## src/rtl/ptw_pkg.sv

```systemverilog
// shared types, constants and codes of the page table walker
package ptw_pkg;

  localparam int unsigned MEM_WORDS_DEF = 4096;

  localparam int DATA_W   = 32;
  localparam int KIND_W   = 2;
  localparam int FAULT_W  = 2;
  localparam int WIDX_W   = 30;  // word index before reduction: byte address >> 2
  localparam int PADDR_W  = 3;
  localparam int PDATA_W  = 32;

  // register decode: paddr bit 2 selects the register
  localparam int   REG_IDX_BIT    = 2;
  localparam logic REG_ROOT_ENTRY = 1'b0;

  // entry flag positions
  localparam int F_PRESENT = 0;
  localparam int F_EXEC    = 3;
  localparam int F_LEAF    = 4;

  localparam logic CMD_WRITE = 1'b0;
  localparam logic CMD_XLATE = 1'b1;

  localparam logic [KIND_W-1:0] KIND_NONE = 2'd0;

  typedef logic [DATA_W-1:0] word_t;

  typedef enum logic [FAULT_W-1:0] {
    FAULT_OK     = 2'd0,
    FAULT_ABSENT = 2'd1,
    FAULT_BAD    = 2'd2,
    FAULT_DENIED = 2'd3
  } fault_e;

  typedef enum logic [1:0] {
    PHYS_ZERO = 2'd0,
    PHYS_LIN  = 2'd1,
    PHYS_4M   = 2'd2,
    PHYS_4K   = 2'd3
  } phys_src_e;

  typedef enum logic [1:0] {
    IDX_WRITE = 2'd0,
    IDX_L1    = 2'd1,
    IDX_L2    = 2'd2
  } idx_src_e;

  typedef struct packed {
    logic      item_load;
    logic      idx_start;
    idx_src_e  idx_src;
    logic      mem_we;
    logic      mem_re;
    logic      chk_mem;
    logic      res_load;
    fault_e    res_code;
    phys_src_e res_src;
    logic      out_load;
  } ptw_cmd_t;

  typedef struct packed {
    logic present;
    logic leaf;
    logic base_zero;
    logic mid_zero;
    logic perm_ok;
    logic idx_done;
    logic out_free;
  } ptw_status_t;

endpackage

```

## src/rtl/ptw_datapath.sv

```systemverilog
// walker datapath: item registers, index reduction, entry checks, result registers
module ptw_datapath import ptw_pkg::*; #(
  parameter int unsigned MEM_WORDS = MEM_WORDS_DEF
) (
  input  logic                         clk_i,
  input  logic                         rst_ni,
  input  ptw_cmd_t                     cmd_i,
  output ptw_status_t                  status_o,
  input  word_t                        root_entry_i,
  input  word_t                        in_address_i,
  input  word_t                        in_write_data_i,
  input  logic [KIND_W-1:0]            in_access_kind_i,
  output logic                         out_valid_o,
  input  logic                         out_ready_i,
  output logic [FAULT_W-1:0]           out_fault_code_o,
  output word_t                        out_phys_addr_o,
  output logic                         mem_we_o,
  output logic                         mem_re_o,
  output logic [$clog2(MEM_WORDS)-1:0] mem_addr_o,
  output word_t                        mem_wdata_o,
  input  word_t                        mem_rdata_i
);

  localparam int IDX_W = $clog2(MEM_WORDS);
  localparam bit IS_POW2 = (MEM_WORDS == (64'd1 << IDX_W));

  word_t             lin_q;
  word_t             data_q;
  logic [KIND_W-1:0] kind_q;

  fault_e            pend_code_q;
  word_t             pend_phys_q;
  word_t             pend_phys_d;

  logic              out_valid_q;
  fault_e            out_code_q;
  word_t             out_phys_q;

  word_t             entry;
  logic [3:0]        perm_bits;
  logic [WIDX_W-1:0] x_mux;
  logic [IDX_W-1:0]  idx_q;
  logic              idx_done_q;

  always_ff @(posedge clk_i) begin
    if (cmd_i.item_load) begin
      lin_q  <= in_address_i;
      data_q <= in_write_data_i;
      kind_q <= in_access_kind_i;
    end
  end

  // entry under test: root register or the word just read from memory
  assign entry     = cmd_i.chk_mem ? mem_rdata_i : root_entry_i;
  assign perm_bits = root_entry_i[F_EXEC:F_PRESENT];

  assign status_o.present   = entry[F_PRESENT];
  assign status_o.leaf      = entry[F_LEAF];
  assign status_o.base_zero = (entry[31:12] == '0);
  assign status_o.mid_zero  = (entry[21:12] == '0);
  assign status_o.perm_ok   = (kind_q != KIND_NONE) && perm_bits[kind_q];
  assign status_o.idx_done  = idx_done_q;
  assign status_o.out_free  = !out_valid_q || out_ready_i;

  // unreduced word index of the next memory access
  always_comb begin
    case (cmd_i.idx_src)
      IDX_L1:  x_mux = {root_entry_i[31:12], lin_q[31:22]};
      IDX_L2:  x_mux = {mem_rdata_i[31:12], lin_q[21:12]};
      default: x_mux = lin_q[31:2];
    endcase
  end

  // word index modulo the memory depth
  if (IS_POW2) begin : g_mask
    always_ff @(posedge clk_i or negedge rst_ni) begin
      if (!rst_ni) begin
        idx_done_q <= 1'b0;
      end else begin
        idx_done_q <= cmd_i.idx_start;
      end
    end

    always_ff @(posedge clk_i) begin
      if (cmd_i.idx_start) begin
        idx_q <= x_mux[IDX_W-1:0];
      end
    end
  end else begin : g_recip
    // quotient estimate by reciprocal, low by at most one, then one correction
    localparam int RECIP_W = 32 - IDX_W;
    localparam int Q_W     = 31 - IDX_W;
    localparam logic [RECIP_W-1:0] RECIP = RECIP_W'((64'd1 << WIDX_W) / MEM_WORDS);
    localparam logic [IDX_W-1:0]   M_C   = IDX_W'(MEM_WORDS);

    logic [WIDX_W-1:0]         x_q;
    logic [WIDX_W+RECIP_W-1:0] prod;
    logic [Q_W-1:0]            q_q;
    logic [Q_W+IDX_W-1:0]      qm;
    logic [WIDX_W-1:0]         diff;
    logic [IDX_W:0]            r_q;
    logic [IDX_W:0]            r_sub;
    logic [2:0]                stg_q;

    assign prod  = {{RECIP_W{1'b0}}, x_q} * {{WIDX_W{1'b0}}, RECIP};
    assign qm    = {{IDX_W{1'b0}}, q_q} * {{Q_W{1'b0}}, M_C};
    assign diff  = x_q - qm[WIDX_W-1:0];
    assign r_sub = r_q - {1'b0, M_C};

    always_ff @(posedge clk_i or negedge rst_ni) begin
      if (!rst_ni) begin
        stg_q      <= '0;
        idx_done_q <= 1'b0;
      end else begin
        stg_q      <= {stg_q[1:0], cmd_i.idx_start};
        idx_done_q <= stg_q[2];
      end
    end

    always_ff @(posedge clk_i) begin
      if (cmd_i.idx_start) begin
        x_q <= x_mux;
      end
      q_q   <= prod[WIDX_W +: Q_W];
      r_q   <= diff[IDX_W:0];
      idx_q <= (r_q >= {1'b0, M_C}) ? r_sub[IDX_W-1:0] : r_q[IDX_W-1:0];
    end
  end

  assign mem_we_o    = cmd_i.mem_we;
  assign mem_re_o    = cmd_i.mem_re;
  assign mem_addr_o  = idx_q;
  assign mem_wdata_o = data_q;

  always_comb begin
    case (cmd_i.res_src)
      PHYS_LIN: pend_phys_d = lin_q;
      PHYS_4M:  pend_phys_d = {mem_rdata_i[31:22], lin_q[21:0]};
      PHYS_4K:  pend_phys_d = {mem_rdata_i[31:12], lin_q[11:0]};
      default:  pend_phys_d = '0;
    endcase
  end

  always_ff @(posedge clk_i) begin
    if (cmd_i.res_load) begin
      pend_code_q <= cmd_i.res_code;
      pend_phys_q <= pend_phys_d;
    end
    if (cmd_i.out_load) begin
      out_code_q <= pend_code_q;
      out_phys_q <= pend_phys_q;
    end
  end

  always_ff @(posedge clk_i or negedge rst_ni) begin
    if (!rst_ni) begin
      out_valid_q <= 1'b0;
    end else if (cmd_i.out_load) begin
      out_valid_q <= 1'b1;
    end else if (out_ready_i) begin
      out_valid_q <= 1'b0;
    end
  end

  assign out_valid_o      = out_valid_q;
  assign out_fault_code_o = out_code_q;
  assign out_phys_addr_o  = out_phys_q;

endmodule

```

## config.mk

```make
export PLATFORM = sky130hd
export DESIGN_NAME = ptw_datapath
export DESIGN_NICKNAME = d
export VERILOG_FILES = /design/src/rtl/ptw_pkg.sv /design/src/rtl/ptw_datapath.sv
export SDC_FILE = /design/constraint.sdc
export NUM_CORES = 1
export LEC_CHECK = 0
export BUFFER_PORTS_ARGS = -buffer_cell sky130_fd_sc_hd__buf_2
export CAP_MARGIN = 20
export CORE_MARGIN = 2
export CORE_UTILIZATION = 30
export CTS_CLUSTER_DIAMETER = 120
export CTS_CLUSTER_SIZE = 40
export DETAILED_ROUTE_END_ITERATION = 7
export GPL_TIMING_DRIVEN = 0
export MAX_ROUTING_LAYER = met4
export PLACE_DENSITY = 0.54
export SYNTH_ARGS = -nofsm -noshare
export SYNTH_HDL_FRONTEND = slang
export SYNTH_SLANG_ARGS = --single-unit
```

## constraint.sdc

```tcl
create_clock -name clk_i -period 1.7 [get_ports clk_i]
set_clock_uncertainty 0.2 [all_clocks]
set_input_delay 0.085 -clock clk_i [delete_from_list [all_inputs] [get_ports clk_i]]
set_output_delay 0.085 -clock clk_i [all_outputs]
set_load 0.05 [all_outputs]
```

==> flow_summary.yaml <==
placed_design:
  gp_congestion: 0.842
  dpl.hpwl_um: 9840
  dp.cells: 717
  dp_slack_ns: -0.0176
  io_buffers: 213
  place_area_um2: 6690
clock_tree:
  clock_tree.root_cell: "clkbuf_16"
  clock-sinks: 148
  tritoncts: "done"
  htree_num_levels: 4
  post_cts_buffers: 0
  ctsLongestPathBuffers: 2
  path_clk_slew_ns: 0.06
  clk_latency_ns: 0.41
  numCtsBuffers: 17
min_path:
  hold_depth: 1
  hp-class: "in -> reg"
  hp-start: "cmd_i[12]"
global_route:
  grt_max_degree: 42
  grt_usage_pct: 16.2
  gr-total-overflow: 0
  grt_first_pass_wirelength_um: 21300
  antenna_found_initial: 2
  grt_pass1_vias: 4067
sta:
  finalCritPeriodShare_pct: 98.3
  fin_crit_ns: 1.67
  relSlewSlack_pct: 44.3
  final_hold_viol_count: 0
  setup_violations: 0
  tightest_slew_ns: 0.835
  setup_slack_ns: 0.0290
  rsz0062_at_grt: "yes"
  timing.fmax_mhz: 598
  hold_ws_ns: 0.0332
  setup_tns_ns: 0
  drv_slew: 0
synth:
  yosysTopAreaCellShare_pct: 82.3
  yosysSeqAreaShare_pct: 83.3
  yosysWarnings: 0
  synth_area_leaders: "edfxtp_1 (82%), a22o_1 (3.1%), mux2_2 (2.7%)"
  ys_seq_elements: 148
  yosys.area.top_type: "edfxtp_1"
  ys_async_sr_fraction_pct: 1.35
  yosys_most_used_dff: "edfxtp_1"
  synth_area_um2: 5330
  synth_fp_nets: 426
  yosysUniqueCellTypes: 25
  synthCells: 278
  syn_area_per_cell_um2: 19.2
  synth_edf_count: 146
power:
  peakVddDrop_mv: 0.685
  cellPowerDensity_nw_per_um2: 1150
  p_leak_nw: 3.36
  finalPower_mw: 9.52
die:
  dieHeight_um: 137
  io_pins: 234
  initial_core_util_pct: 30.8
  fp-row-count: 48
  die_w_um: 137
  die_area_um2: 18800
  coreArea_um2: 17300
setup_path:
  critical_path.cell_chain: "mux2_2 > nand2_2 > o21ai_2 > buf_6"
  startpoint_type: "register"
  crit_path_max_fanout: 2
  cp_num_buf_inv: 1
  cpMaxStageDelayCell: "edfxtp_1"
  worstPathArrival_ns: 1.39
  cpPeakStageDelay_ns: 0.35
  crit_family: "flip-flops"
  startpoint: "kind_q[0]"
  crit_path_end_kind: "output port"
  r2r_cells: 2
  critPathRequiredTime_ns: 1.41
  path_depth: 4
  rr_startpoint: "lin_q[31]"
  worstSetupPathType: "reg -> out"
layout:
  n_fill_cell: 1505
  layout_common_cells: "buf_2 (213), edfxtp_1 (146), dlygate4sd3_1 (99)"
  fin_area_um2: 8290
  nNetsFinal: 756
  finalNonFillerCells: 849
  syn_to_final_growth_pct: 55.8
  final_common_cell: "buf_2"
  layout-drive-gt1-share_pct: 43.0
  fin_util_pct: 48.0
drt:
  wl_per_cell_um: 17.0
  wirelength_um: 14400
  vias_per_cell: 4.40
  dr.pass1.iters: 5
  route.detailed.drc: 0
  drtIter0Drc: 186
  vias: 3737
  ant_nets: 0
run_status:
  outcome: "finished clean"
run:
  drv_cap: 0
[logic make-up after synthesis]
family | after synthesis | share of synthesized area, %
mux | 14 | 2.94
flops | 148 | 83.3
simple gates | 50 | 5.12
compound gates | 48 | 6.60
fa+ha+maj | 2 | 0.470
buf+inv | 16 | 1.60
[metal layers]
| layer | track usage (%) | vias up | share of wire [%] |
|---|---|---|---|
| met5 | - | - | 0 |
| met1 | 18.5 | 1792 | 41 |
| met3 | 4.08 | 18 | 5.3 |
| li1 | - | 1773 | - |
| met2 | 26.4 | 154 | 52 |
| met4 | 8.59 | 0 | 2.2 |
[registers in the layout (all words and copies together), names as in the netlist, 2 cells and up]
register,count
mem_wdata_o,32
pend_phys_q,32
out_fault_code_o,2
mem_addr_o,12
lin_q,32
out_phys_addr_o,32
kind_q,2
pend_code_q,2
[layout make-up]
class	instances	area [µm²]	share of cell area, %
Clock buffer	24	492	5.93
Antenna cell	3	7.51	0.0905
Sequential cell	148	4430	53.5
Tap cell	225	282	3.39
Timing Repair Buffer	313	2090	25.2
Inverter	2	7.51	0.0905
Buffer	12	70.1	0.845
Multi-Input combinational cell	114	812	9.79
Clock inverter	8	100	1.21
[power by group]
group	switching [mW]	internal, mW	leakage [nW]	total [mW]
combinational	0.877	0.472	1.60	1.35
clock	1.41	2.32	0.291	3.73
sequential	0.106	4.34	1.47	4.45
total	2.39	7.13	3.36	9.52
[Yosys cell counts, types with 2 or more instances]
master    instances
dfrtp_1           2
mux2_2           13
nor4_1            4
edfxtp_1        146
o21ai_0          14
nor2b_1          13
nor2_1            4
nand2b_1          2
a21oi_1           2
a22oi_1          12
clkbuf_1          7
buf_4             4
inv_1             2
ha_1              2
nand3_1           3
buf_2             2
nand2_1          16
nor3_1            5
a22o_1           19
[what timing repair did]
action	4_1_cts	5_1_grt
gates cloned	0	0
resized for setup	2	5
hold buffers	99	0
endpoints found under the hold margin	108	0
pin swaps	0	1
setup endpoints to repair	1	4
[worst reg2reg max path, delay by kind of cell (launching register included)]
kind | cells | cell delay [ns]
DFF | 1 | 0.38
AOI/OAI and AO/OA | 1 | 0.19
buffers and inverters | 1 | 0.55
[path summary, 6_finish.rpt]
path | to | slack (ns)
hold / removal | mem_wdata_o[22] | 0.03
min in group asynchronous | idx_done_q | 0.35
setup / recovery | status_o[2] | 0.03
hold reg to reg | out_phys_addr_o[21] | 0.22
max in group asynchronous | out_valid_o | 0.82
setup reg to reg | pend_phys_q[31] | 0.13
Power figures use the tool's default switching activity.
