[config.mk]
export PLATFORM = sky130hd
export DESIGN_NAME = ptw_ctrl
export DESIGN_NICKNAME = d
export VERILOG_FILES = /design/src/rtl/ptw_pkg.sv /design/src/rtl/ptw_ctrl.sv
export SDC_FILE = /design/constraint.sdc
export NUM_CORES = 1
export LEC_CHECK = 0
export BUFFER_PORTS_ARGS = -buffer_cell sky130_fd_sc_hd__buf_2
export CAP_MARGIN = 0
export CORE_AREA = 2 2 39 41
export CTS_CLUSTER_SIZE = 16
export DETAILED_ROUTE_END_ITERATION = 8
export DIE_AREA = 0 0 41 43
export PLACE_DENSITY_LB_ADDON = 0.05
export SETUP_SLACK_MARGIN = 0.5
export SLEW_MARGIN = 25
export SYNTH_ARGS = -nofsm -noshare
export SYNTH_HDL_FRONTEND = slang
export SYNTH_SLANG_ARGS = --single-unit
[constraint.sdc]
create_clock -name clk_i -period 1.7 [get_ports clk_i]
set_input_delay 0.085 -clock clk_i [delete_from_list [all_inputs] [get_ports clk_i]]
set_output_delay 0.085 -clock clk_i [all_outputs]
set_load 0.01 [all_outputs]
[src/rtl/ptw_pkg.sv]
// shared types, constants and codes of the page table walker
package ptw_pkg;

  localparam int unsigned MEM_WORDS_DEF = 4096;

  localparam int DATA_W   = 32;
  localparam int KIND_W   = 2;
  localparam int FAULT_W  = 2;
  localparam int WIDX_W   = 30;  // word index before reduction: byte address >> 2
  localparam int PADDR_W  = 3;
  localparam int PDATA_W  = 32;

  // register decode: paddr bit 2 selects the register
  localparam int   REG_IDX_BIT    = 2;
  localparam logic REG_ROOT_ENTRY = 1'b0;

  // entry flag positions
  localparam int F_PRESENT = 0;
  localparam int F_EXEC    = 3;
  localparam int F_LEAF    = 4;

  localparam logic CMD_WRITE = 1'b0;
  localparam logic CMD_XLATE = 1'b1;

  localparam logic [KIND_W-1:0] KIND_NONE = 2'd0;

  typedef logic [DATA_W-1:0] word_t;

  typedef enum logic [FAULT_W-1:0] {
    FAULT_OK     = 2'd0,
    FAULT_ABSENT = 2'd1,
    FAULT_BAD    = 2'd2,
    FAULT_DENIED = 2'd3
  } fault_e;

  typedef enum logic [1:0] {
    PHYS_ZERO = 2'd0,
    PHYS_LIN  = 2'd1,
    PHYS_4M   = 2'd2,
    PHYS_4K   = 2'd3
  } phys_src_e;

  typedef enum logic [1:0] {
    IDX_WRITE = 2'd0,
    IDX_L1    = 2'd1,
    IDX_L2    = 2'd2
  } idx_src_e;

  typedef struct packed {
    logic      item_load;
    logic      idx_start;
    idx_src_e  idx_src;
    logic      mem_we;
    logic      mem_re;
    logic      chk_mem;
    logic      res_load;
    fault_e    res_code;
    phys_src_e res_src;
    logic      out_load;
  } ptw_cmd_t;

  typedef struct packed {
    logic present;
    logic leaf;
    logic base_zero;
    logic mid_zero;
    logic perm_ok;
    logic idx_done;
    logic out_free;
  } ptw_status_t;

endpackage

[src/rtl/ptw_ctrl.sv]
// walker controller: sequences table writes and the walk levels
module ptw_ctrl import ptw_pkg::*; (
  input  logic        clk_i,
  input  logic        rst_ni,
  input  logic        in_valid_i,
  input  logic        in_command_i,
  output logic        in_ready_o,
  input  ptw_status_t status_i,
  output ptw_cmd_t    cmd_o
);

  localparam logic [3:0] S_IDLE   = 4'd0;
  localparam logic [3:0] S_WSTART = 4'd1;
  localparam logic [3:0] S_WWAIT  = 4'd2;
  localparam logic [3:0] S_ROOT   = 4'd3;
  localparam logic [3:0] S_L1WAIT = 4'd4;
  localparam logic [3:0] S_L1CHK  = 4'd5;
  localparam logic [3:0] S_L2WAIT = 4'd6;
  localparam logic [3:0] S_L2CHK  = 4'd7;
  localparam logic [3:0] S_DONE   = 4'd8;

  logic [3:0] state_q;
  logic [3:0] state_d;

  assign in_ready_o = (state_q == S_IDLE);

  always_comb begin
    cmd_o   = '0;
    state_d = state_q;
    unique case (state_q)
      S_IDLE: begin
        if (in_valid_i) begin
          cmd_o.item_load = 1'b1;
          state_d = (in_command_i == CMD_XLATE) ? S_ROOT : S_WSTART;
        end
      end
      S_WSTART: begin
        cmd_o.idx_start = 1'b1;
        cmd_o.idx_src   = IDX_WRITE;
        state_d         = S_WWAIT;
      end
      S_WWAIT: begin
        if (status_i.idx_done) begin
          cmd_o.mem_we = 1'b1;
          state_d      = S_IDLE;
        end
      end
      S_ROOT: begin
        if (!status_i.present) begin
          cmd_o.res_load = 1'b1;
          cmd_o.res_code = FAULT_ABSENT;
          cmd_o.res_src  = PHYS_ZERO;
          state_d        = S_DONE;
        end else if (status_i.leaf) begin
          cmd_o.res_load = 1'b1;
          cmd_o.res_src  = PHYS_ZERO;
          if (!status_i.base_zero) begin
            cmd_o.res_code = FAULT_BAD;
          end else if (!status_i.perm_ok) begin
            cmd_o.res_code = FAULT_DENIED;
          end else begin
            cmd_o.res_code = FAULT_OK;
            cmd_o.res_src  = PHYS_LIN;
          end
          state_d = S_DONE;
        end else begin
          cmd_o.idx_start = 1'b1;
          cmd_o.idx_src   = IDX_L1;
          state_d         = S_L1WAIT;
        end
      end
      S_L1WAIT: begin
        if (status_i.idx_done) begin
          cmd_o.mem_re = 1'b1;
          state_d      = S_L1CHK;
        end
      end
      S_L1CHK: begin
        cmd_o.chk_mem = 1'b1;
        if (!status_i.present) begin
          cmd_o.res_load = 1'b1;
          cmd_o.res_code = FAULT_ABSENT;
          cmd_o.res_src  = PHYS_ZERO;
          state_d        = S_DONE;
        end else if (status_i.leaf) begin
          cmd_o.res_load = 1'b1;
          cmd_o.res_src  = PHYS_ZERO;
          if (!status_i.mid_zero) begin
            cmd_o.res_code = FAULT_BAD;
          end else if (!status_i.perm_ok) begin
            cmd_o.res_code = FAULT_DENIED;
          end else begin
            cmd_o.res_code = FAULT_OK;
            cmd_o.res_src  = PHYS_4M;
          end
          state_d = S_DONE;
        end else begin
          cmd_o.idx_start = 1'b1;
          cmd_o.idx_src   = IDX_L2;
          state_d         = S_L2WAIT;
        end
      end
      S_L2WAIT: begin
        if (status_i.idx_done) begin
          cmd_o.mem_re = 1'b1;
          state_d      = S_L2CHK;
        end
      end
      S_L2CHK: begin
        cmd_o.chk_mem  = 1'b1;
        cmd_o.res_load = 1'b1;
        cmd_o.res_src  = PHYS_ZERO;
        if (!status_i.present) begin
          cmd_o.res_code = FAULT_ABSENT;
        end else if (!status_i.leaf) begin
          cmd_o.res_code = FAULT_BAD;
        end else if (!status_i.perm_ok) begin
          cmd_o.res_code = FAULT_DENIED;
        end else begin
          cmd_o.res_code = FAULT_OK;
          cmd_o.res_src  = PHYS_4K;
        end
        state_d = S_DONE;
      end
      S_DONE: begin
        if (status_i.out_free) begin
          cmd_o.out_load = 1'b1;
          state_d        = S_IDLE;
        end
      end
      default: begin
        state_d = S_IDLE;
      end
    endcase
  end

  always_ff @(posedge clk_i or negedge rst_ni) begin
    if (!rst_ni) begin
      state_q <= S_IDLE;
    end else begin
      state_q <= state_d;
    end
  end

endmodule

==> results.txt, run 1 <==
total CTS buffers: 3
slowest cell on the critical path: dfrtp_2
CP cell instances: inv_4, a2111o_1, a311oi_2, buf_2
routability cong.: 0.670
Static Leakage: 0.413 nW
setup TNS: 0 ns
GRT Total Usage: 19.1%
WL per Instance: 12.4 um
detailed router's first-iteration violation count: 16
Root Buffer: clkbuf_4
crit start category: register
M2 GR Usage: 32.2%
Hold Vio Cnt, Final: 0
layout cells sized above 1: 62.7%
grt total ovfl: 0
register bit total from synthesis: 4
CTS max path bufs: 2
Synth Instances: 61
DR vias: 627
Post-DRT Antenna Nets: 0
Avg Inst Size Synth: 7.24 sq um
Initial Util: 31.9%
Yosys top cell area share: 22.7%
Ports: 25
achievable frequency: 646 MHz
max FFs per register: 4
critical path type: reg -> out
most common cell in the netlist: nor2_1
Data arrival, critical path: 1.46 ns
final wirelength: 1460 um
Peak VDD IR: 0.000760 V
hpwl dp: 1000 um
htree depth: 1
met1 global-route usage: 23.2%
Synth warnings: 0
Vert. Die Dim: 43 um
clock slew at reported path FFs: 0.04 ns
clock period minus worst slack: 1.55 ns
Nets: 115
Crit path largest cell delay: 0.45 ns
vias in the first global route: 569
initial antenna violation count: 0
Largest delay share family, worst path: compound AO/OA/AOI/OAI gates
Residual DRC: 0
Initial DRT Pass Iterations: 3
Slew @ Worst Pin: 0.248 ns
Die Wd: 41 um
Top FF cell, synth: dfrtp_1
fin util: 62.7%
ys async rst share: 100%
status: completed
met3 track demand over resource: 1.57%
RR Startpoint: state_q[2]
busiest metal layer after global routing: met2
Worst setup startpoint: state_q[2]
crit share post-route: 91.1%
# rows: 14
Worst-Skew Late Latency: 0.23 ns
global-route wire length before repair: 2370 um
Rel. slew slack: 83.4%
worst hold path class: in -> reg
die area: 0.00176 sq mm
PD cells: 1560 mW/mm^2
Max-Cap Viols: 0
largest net degree at the start of global routing: 10
top cells by count, synth: 5 x nor2_1, 4 x dfrtp_1, 4 x nand2_1, 4 x nor2b_1, 4 x nor4_1
CTS tree: yes
Mapped Area: 442 sq um
max-slew violations: 0
drt via density: 5.31
final clock skew: 0.00195 ns
Layout area overhead: 96.3%
syn_nets: 72
port bufs: 24
Yosys top cell by area: dfrtp_1
clk sink count: 4
WP data required: 1.62 ns
sequential fraction of the synthesis area: 22.7%
HP Start: in_valid_i
Max FO, Critical Path: 6
Area contributors post-synth: dfrtp_1 23%, nor2b_1 5.7%, nor4_1 5.7%
n_diodes: 0
setup violators final: 0
Reg with most FFs: state_q
CP bufs+invs: 2
Synth cell types: 32
Post-synth EDFFs: 0
crit end category: output port
core footprint: 0.00138 sq mm
RSZ-0062 raised after global routing: true
Largest regs: state_q (4)
total power: 1.36 mW
-- tightest hold or removal path: stages --
cell	delay [ns]
buf_2	0.11
nand3_1	0.08
a211oi_1	0.06
-- path summary, 6_finish.rpt --
path                       cells past startpoint    endpoint  slack [ns]
setup / recovery                               4    cmd_o[4]        0.15
hold / removal                                 3  state_q[0]        0.15
setup reg to reg                               5  state_q[1]        0.31
hold reg to reg                                2  state_q[0]        0.69
max in group asynchronous                      2  state_q[3]        1.38
min in group asynchronous                      2  state_q[1]        0.19
-- timing repair --
item | CTS | global route
setup buffers | 6 | 6
resized for setup | 17 | 15
setup endpoints to repair | 16 | 17
pin swaps | 4 | 10
hold buffers | 1 | 0
endpoints found under the hold margin | 4 | 0
-- metal layers --
| metal | wire length, um | vias to the layer above |
|---|---|---|
| met1 | 627 | 306 |
| li1 | - | 306 |
| met3 | 58 | 0 |
| met2 | 773 | 15 |
| met4 | 0 | 0 |
| met5 | 0 | - |
-- cells in the final DEF, fill, tap and decap left out, types with 2 or more instances in the layout --
cell type / netlist / layout
nand4_1: 2 / 2
nor2_1: 5 / 4
buf_4: 1 / 5
nor2b_1: 4 / 2
nor4_1: 4 / 2
buf_2: 2 / 23
and2_1: 3 / 3
dfrtp_2: 0 / 4
nor2b_4: 0 / 2
buf_6: 0 / 13
inv_1: 3 / 3
a21oi_1: 3 / 2
nand3_1: 2 / 2
o21ai_1: 2 / 2
nand2_1: 4 / 2
nand2b_1: 3 / 2
clkbuf_4: 0 / 3
-- logic make-up (layout without fill, tap and decap cells) --
kind of cell             after synthesis  in the layout  synth area share [%]
AO/OA/AOI/OAI                         14             14                  22.7
adder cells (fa/ha/maj)                1              1                  2.55
buffers and inverters                  9             50                  9.07
flip-flops                             4              4                  22.7
AND/OR/NAND/NOR                       33             33                  43.1
-- stage by stage --
stage,cell area [sq um],hold slack [ns],setup slack [ns],cells
3_3_place_gp,629,-0.108,0.282,102
6_report,867,0.146,0.152,118
2_1_floorplan,478,-0.211,0.488,61
3_5_place_dp,629,-0.106,0.291,102
4_1_cts,759,0.149,0.166,112
5_1_grt,867,0.165,0.0873,118
-- area by class of cell --
class	instances	area [sq um]
Tap cell	16	20.0
Clock buffer	3	22.5
Sequential cell	4	105
Multi-Input combinational cell	48	389
Timing Repair Buffer	42	309
Fill cell	137	517
Inverter	5	21.3
-- report_power, final --
part	switching [mW]	internal [mW]
Clock	0.0355	0.0787
Sequential	0.102	0.147
Combinational	0.429	0.565
Total	0.566	0.790
No activity file was read; power rests on OpenSTA's default activity.
==> inputs of run 2 (changes only) <==
--- a/config.mk
+++ b/config.mk
@@ -8,6 +8,7 @@
 export BUFFER_PORTS_ARGS = -buffer_cell sky130_fd_sc_hd__buf_2
 export CAP_MARGIN = 0
 export CORE_AREA = 2 2 39 41
+export CTS_BUF_LIST = sky130_fd_sc_hd__clkbuf_16
 export CTS_CLUSTER_SIZE = 16
 export DETAILED_ROUTE_END_ITERATION = 8
 export DIE_AREA = 0 0 41 43
==> run 2 against run 1 <==
Die area did not move. Highest routed layer is now met4. Via count is 1.3% higher. Worst setup slack better by 0.016 ns. Routed wire length grew 6.7%. Clock skew grew 0.00069 ns. Critical path type unchanged. Core utilization rose by 2.9 points.
==> results.txt, run 2 (synthesis results as in run 1) <==
detailed router's first-iteration violation count: 12 (was 16)
Data arrival, critical path: 1.45 ns (was 1.46 ns)
htree depth: 1 (unchanged)
n_diodes: 0 (unchanged)
port bufs: 24 (unchanged)
Max FO, Critical Path: 6 (unchanged)
fillcell total: 124 (was 137)
Residual DRC: 0 (unchanged)
Worst-Skew Late Latency: 0.22 ns (was 0.23 ns)
slowest cell on the critical path: dfrtp_2 (unchanged)
core footprint: 0.00138 sq mm (unchanged)
final clock skew: 0.00264 ns (was 0.00195 ns)
setup TNS: 0 ns (unchanged)
CTS max path bufs: 2 (unchanged)
Static Leakage: 0.425 nW (was 0.413 nW)
max-slew violations: 0 (unchanged)
critical path type: reg -> out (unchanged)
Rel. slew slack: 84.0% (was 83.4%)
Reg with most FFs: state_q (unchanged)
global-route wire length before repair: 2400 um (was 2370 um)
achievable frequency: 653 MHz (was 646 MHz)
worst hold path class: in -> reg (unchanged)
total CTS buffers: 3 (unchanged)
vias in the first global route: 567 (was 569)
initial antenna violation count: 0 (unchanged)
most common cell after layout, fill and taps aside: buf_2 (unchanged)
Final Hold Slack: 0.157 ns (was 0.146 ns)
commonest cells after routing, fill and taps aside: 23 x buf_2, 10 x buf_4, 9 x buf_6 (was 23 x buf_2, 13 x buf_6, 5 x buf_4)
RSZ-0062 raised after global routing: true (unchanged)
WL per Instance: 13.1 um (was 12.4 um)
DP Worst Slack: 0.291 ns (unchanged)
Largest regs: state_q (4) (unchanged)
Psw: 589 uW (was 566 uW)
Die Wd: 41 um (unchanged)
Switching Fraction: 37.2% (was 41.7%)
clk sink count: 4 (unchanged)
final setup margin: 0.169 ns (was 0.152 ns)
DR vias: 635 (was 627)
combinational share of power: 61.5% (was 73.3%)
routability cong.: 0.670 (unchanged)
clock period minus worst slack: 1.53 ns (was 1.55 ns)
PD cells: 1750 mW/mm^2 (was 1560 mW/mm^2)
status: completed (unchanged)
CTS tree: yes (unchanged)
Peak VDD IR: 0.00103 V (was 0.000760 V)
Crit path largest cell delay: 0.43 ns (was 0.45 ns)
Max-Cap Viols: 0 (unchanged)
Layout area overhead: 105% (was 96.3%)
CP cell instances: inv_4, a2111o_1, a311oi_2, buf_2 (unchanged)
Hold Vio Cnt, Final: 0 (unchanged)
die area: 0.00176 sq mm (unchanged)
largest net degree at the start of global routing: 10 (unchanged)
WP data required: 1.62 ns (about the same)
Flop pwr share: 15.5% (was 18.3%)
Post-DRT Antenna Nets: 0 (unchanged)
clock slew at reported path FFs: 0.03 ns (was 0.04 ns)
drt via density: 5.34 (was 5.31)
hpwl dp: 1000 um (unchanged)
max FFs per register: 4 (unchanged)
GRT Total Usage: 20.5% (was 19.1%)
clock network fraction of total power: 23.0% (was 8.4%)
Ports: 25 (unchanged)
fin util: 65.6% (was 62.7%)
layout cells sized above 1: 63.1% (was 62.7%)
final wirelength: 1560 um (was 1460 um)
# rows: 14 (unchanged)
Internal Pwr Total: 996 uW (was 790 uW)
Initial DRT Pass Iterations: 3 (unchanged)
grt total ovfl: 0 (unchanged)
Initial Util: 31.9% (unchanged)
Nets: 116 (was 115)
Root Buffer: clkbuf_16 (was clkbuf_4)
crit share post-route: 90.1% (was 91.1%)
crit start category: register (unchanged)
crit end category: output port (unchanged)
setup violators final: 0 (unchanged)
Slew @ Worst Pin: 0.237 ns (was 0.248 ns)
Vert. Die Dim: 43 um (unchanged)
-- run 2: changes by cell type in the layout (fill, tap and decap cells not counted), sizes merged --
| cell | delta |
|---|---|
| buf | +1 |
-- run 2: worst max-delay path: cells and delay by family, from the launching register on --
| family | cells | cell delay [ns] |
|---|---|---|
| DFF | 1 | 0.43 |
| buffers and inverters | 2 | 0.20 |
| AOI/OAI and AO/OA | 2 | 0.59 |
-- run 2: final timing paths --
kind	startpoint	to	slack, ns	depth (start not counted)
max	state_q[2]	cmd_o[4]	0.17	4
min in group asynchronous	rst_ni	state_q[1]	0.20	2
min reg2reg	state_q[0]	state_q[0]	0.69	2
min	in_valid_i	state_q[0]	0.16	3
max in group asynchronous	rst_ni	state_q[0]	1.37	2
max reg2reg	state_q[2]	state_q[1]	0.25	5
-- run 2: cell type report --
cell class | count | area [sq um] | area share [%]
multi-input combinational | 48 | 384 | 42.3
sequential | 4 | 105 | 11.6
timing repair buffer | 43 | 302 | 33.2
tap | 16 | 20.0 | 2.21
inverter | 5 | 21.3 | 2.34
clock buffer | 3 | 75.1 | 8.28
-- run 2: metal layers --
metal	global-route usage, %	routed length [um]	part of all wire (%)
met1	23.2	659	42
met3	3.14	68	4.4
met4	16.0	46	3.0
met5	0	0	0
met2	31.9	781	50
-- run 2: stage by stage --
step | instance area [sq um] | std cells | power (mW)
CTS | 812 | 112 | 1.41
detailed placement | 629 | 102 | 0.853
finish | 907 | 119 | 1.58
global placement | 629 | 102 | 0.854
global route | 907 | 119 | 1.69
floorplan | 478 | 61 | 0.648
-- run 2: what timing repair did --
| item | 4_1_cts | 5_1_grt |
|---|---|---|
| endpoints found under the hold margin | 4 | 0 |
| endpoints found under the setup margin | 16 | 17 |
| hold buffers | 1 | 0 |
| pin swaps | 4 | 9 |
| cloned | 0 | 0 |
| setup buffers | 6 | 7 |
| gates resized for setup | 17 | 10 |
-- run 2: power groups by stage --
| stage | registers (mW) | clock network [mW] | logic (mW) |
|---|---|---|---|
| floorplan | 0.173 | 0 | 0.475 |
| global placement | 0.201 | 0 | 0.652 |
| detailed placement | 0.201 | 0 | 0.651 |
| CTS | 0.229 | 0.369 | 0.817 |
| global route | 0.253 | 0.379 | 1.06 |
| finish | 0.246 | 0.364 | 0.974 |
==> inputs of run 3 (changes only) <==
--- a/config.mk
+++ b/config.mk
@@ -5,7 +5,7 @@
 export SDC_FILE = /design/constraint.sdc
 export NUM_CORES = 1
 export LEC_CHECK = 0
-export BUFFER_PORTS_ARGS = -buffer_cell sky130_fd_sc_hd__buf_2
+export BUFFER_PORTS_ARGS = -buffer_cell sky130_fd_sc_hd__buf_4
 export CAP_MARGIN = 0
 export CORE_AREA = 2 2 39 41
 export CTS_BUF_LIST = sky130_fd_sc_hd__clkbuf_16
==> run 3 against run 2 <==
Clock-buffer cell count is the same. Sequential share of layout area decreased by 0.62 points. Worst setup slack worse by 0.0074 ns. Critical path type unchanged. Critical endpoint unchanged.
==> results.txt, run 3 (synthesis results as in run 1) <==
Residual DRC: 0 (unchanged)
commonest cells after routing, fill and taps aside: 33 x buf_4, 7 x buf_6, 4 x nor2_1, 4 x dfrtp_2 (was 23 x buf_2, 10 x buf_4, 9 x buf_6)
Max FO, Critical Path: 5 (was 6)
final clock skew: 0.00126 ns (was 0.00264 ns)
GRT Total Usage: 19.4% (was 20.5%)
Nets: 114 (was 116)
crit start category: register (unchanged)
detailed router's first-iteration violation count: 20 (was 12)
WHS Endpoint: state_q[0] (unchanged)
Worst Hold Depth: 3 (unchanged)
vias in the first global route: 558 (was 567)
grt total ovfl: 0 (unchanged)
# rows: 14 (unchanged)
Worst R2R Setup Slack: 0.28 ns (was 0.25 ns)
Data arrival, critical path: 1.45 ns (about the same)
CTS tree: yes (unchanged)
CTS max path bufs: 2 (unchanged)
setup TNS: 0 ns (unchanged)
largest net degree at the start of global routing: 10 (unchanged)
Rel. slew slack: 84.9% (was 84.0%)
worst hold path class: in -> reg (unchanged)
RR Startpoint: state_q[1] (was state_q[2])
core footprint: 0.00138 sq mm (unchanged)
WL per Instance: 13.8 um (was 13.1 um)
R2R depth: 4 (was 5)
clock slew at reported path FFs: 0.03 ns (about the same)
total CTS buffers: 3 (unchanged)
die area: 0.00176 sq mm (unchanged)
crit end category: output port (unchanged)
crit share post-route: 90.5% (was 90.1%)
PD cells: 1700 mW/mm^2 (was 1750 mW/mm^2)
global-route wire length before repair: 2420 um (was 2400 um)
final wirelength: 1620 um (was 1560 um)
Die Wd: 41 um (unchanged)
Static Leakage: 0.438 nW (was 0.425 nW)
Reg with most FFs: state_q (unchanged)
Max-Cap Viols: 0 (unchanged)
Initial Util: 31.9% (unchanged)
max FFs per register: 4 (unchanged)
Largest regs: state_q (4) (unchanged)
routability cong.: 0.653 (was 0.670)
DR vias: 630 (was 635)
HP Start: in_valid_i (unchanged)
r2r endpoint: state_q[3] (was state_q[1])
WP data required: 1.62 ns (about the same)
Slew @ Worst Pin: 0.225 ns (was 0.237 ns)
port bufs: 24 (unchanged)
Post-Layout Inst Area: 958 sq um (was 907 sq um)
placed inst area: 689 sq um (was 629 sq um)
achievable frequency: 650 MHz (was 653 MHz)
Hold Vio Cnt, Final: 0 (unchanged)
drt via density: 5.38 (was 5.34)
critical path type: reg -> out (unchanged)
initial antenna violation count: 0 (unchanged)
setup violators final: 0 (unchanged)
status: completed (unchanged)
Vert. Die Dim: 43 um (unchanged)
most common cell after layout, fill and taps aside: buf_4 (was buf_2)
Peak VDD IR: 0.00113 V (was 0.00103 V)
layout cells sized above 1: 64.4% (was 63.1%)
max-slew violations: 0 (unchanged)
n_diodes: 0 (unchanged)
Root Buffer: clkbuf_16 (unchanged)
Ports: 25 (unchanged)
Layout area overhead: 117% (was 105%)
htree depth: 1 (unchanged)
RSZ-0062 raised after global routing: true (unchanged)
clock period minus worst slack: 1.54 ns (was 1.53 ns)
Worst-Skew Late Latency: 0.22 ns (about the same)
total power: 1.63 mW (was 1.58 mW)
clk sink count: 4 (unchanged)
Initial DRT Pass Iterations: 4 (was 3)
Worst setup startpoint: state_q[2] (unchanged)
fin util: 69.3% (was 65.6%)
Post-DRT Antenna Nets: 0 (unchanged)
hpwl dp: 1000 um (about the same)
-- run 3: area by class of cell --
class	count	area (sq um)
fillers	116	425
multi-input cells	48	400
repair buffers	41	337
flip-flops and latches	4	105
clock buffers	3	75.1
inverters	5	21.3
well taps	16	20.0
-- run 3: what timing repair did --
action,in CTS,in global routing
setup buffers,10,1
hold endpoints to repair,4,0
pin swaps,7,3
hold buffers,1,0
resized for setup,18,8
endpoints found under the setup margin,15,17
-- run 3: how the worst max path moves through the flow --
stage	endpoint	slack [ns]	cells after the start
global placement	cmd_o[4]	0.28	4
floorplan	state_q[3]	0.49	3
detailed placement	cmd_o[4]	0.29	4
global route	cmd_o[4]	0.12	4
CTS	cmd_o[4]	0.16	4
finish	cmd_o[4]	0.16	4
-- run 3: critical path, stage by stage, from the launching register on --
cell,delay (ns)
dfrtp_2,0.41
inv_4,0.06
a2111o_1,0.41
a311oi_2,0.20
buf_4,0.15
-- run 3: metal layers --
metal	part of all wire [%]	wire length [um]	GRT usage [%]
met1	42	676	24.5
met2	52	844	32.8
met5	0	0	0
met4	0	0	6.00
met3	6.1	98	1.57
-- run 3: report_power, final --
part	leakage (nW)	internal, mW	switching, mW	total [mW]
Clock	0.0370	0.300	0.0577	0.357
Sequential	0.0468	0.147	0.0919	0.239
Combinational	0.354	0.578	0.457	1.03
Total	0.438	1.02	0.606	1.63
-- run 3: per-stage QoR --
step	cells	setup WS, ns	hold slack [ns]
after global placement	102	0.279	-0.117
final	117	0.161	0.172
after CTS	116	0.164	0.174
after detailed placement	102	0.287	-0.116
after global routing	117	0.122	0.196
after floorplan	61	0.488	-0.211
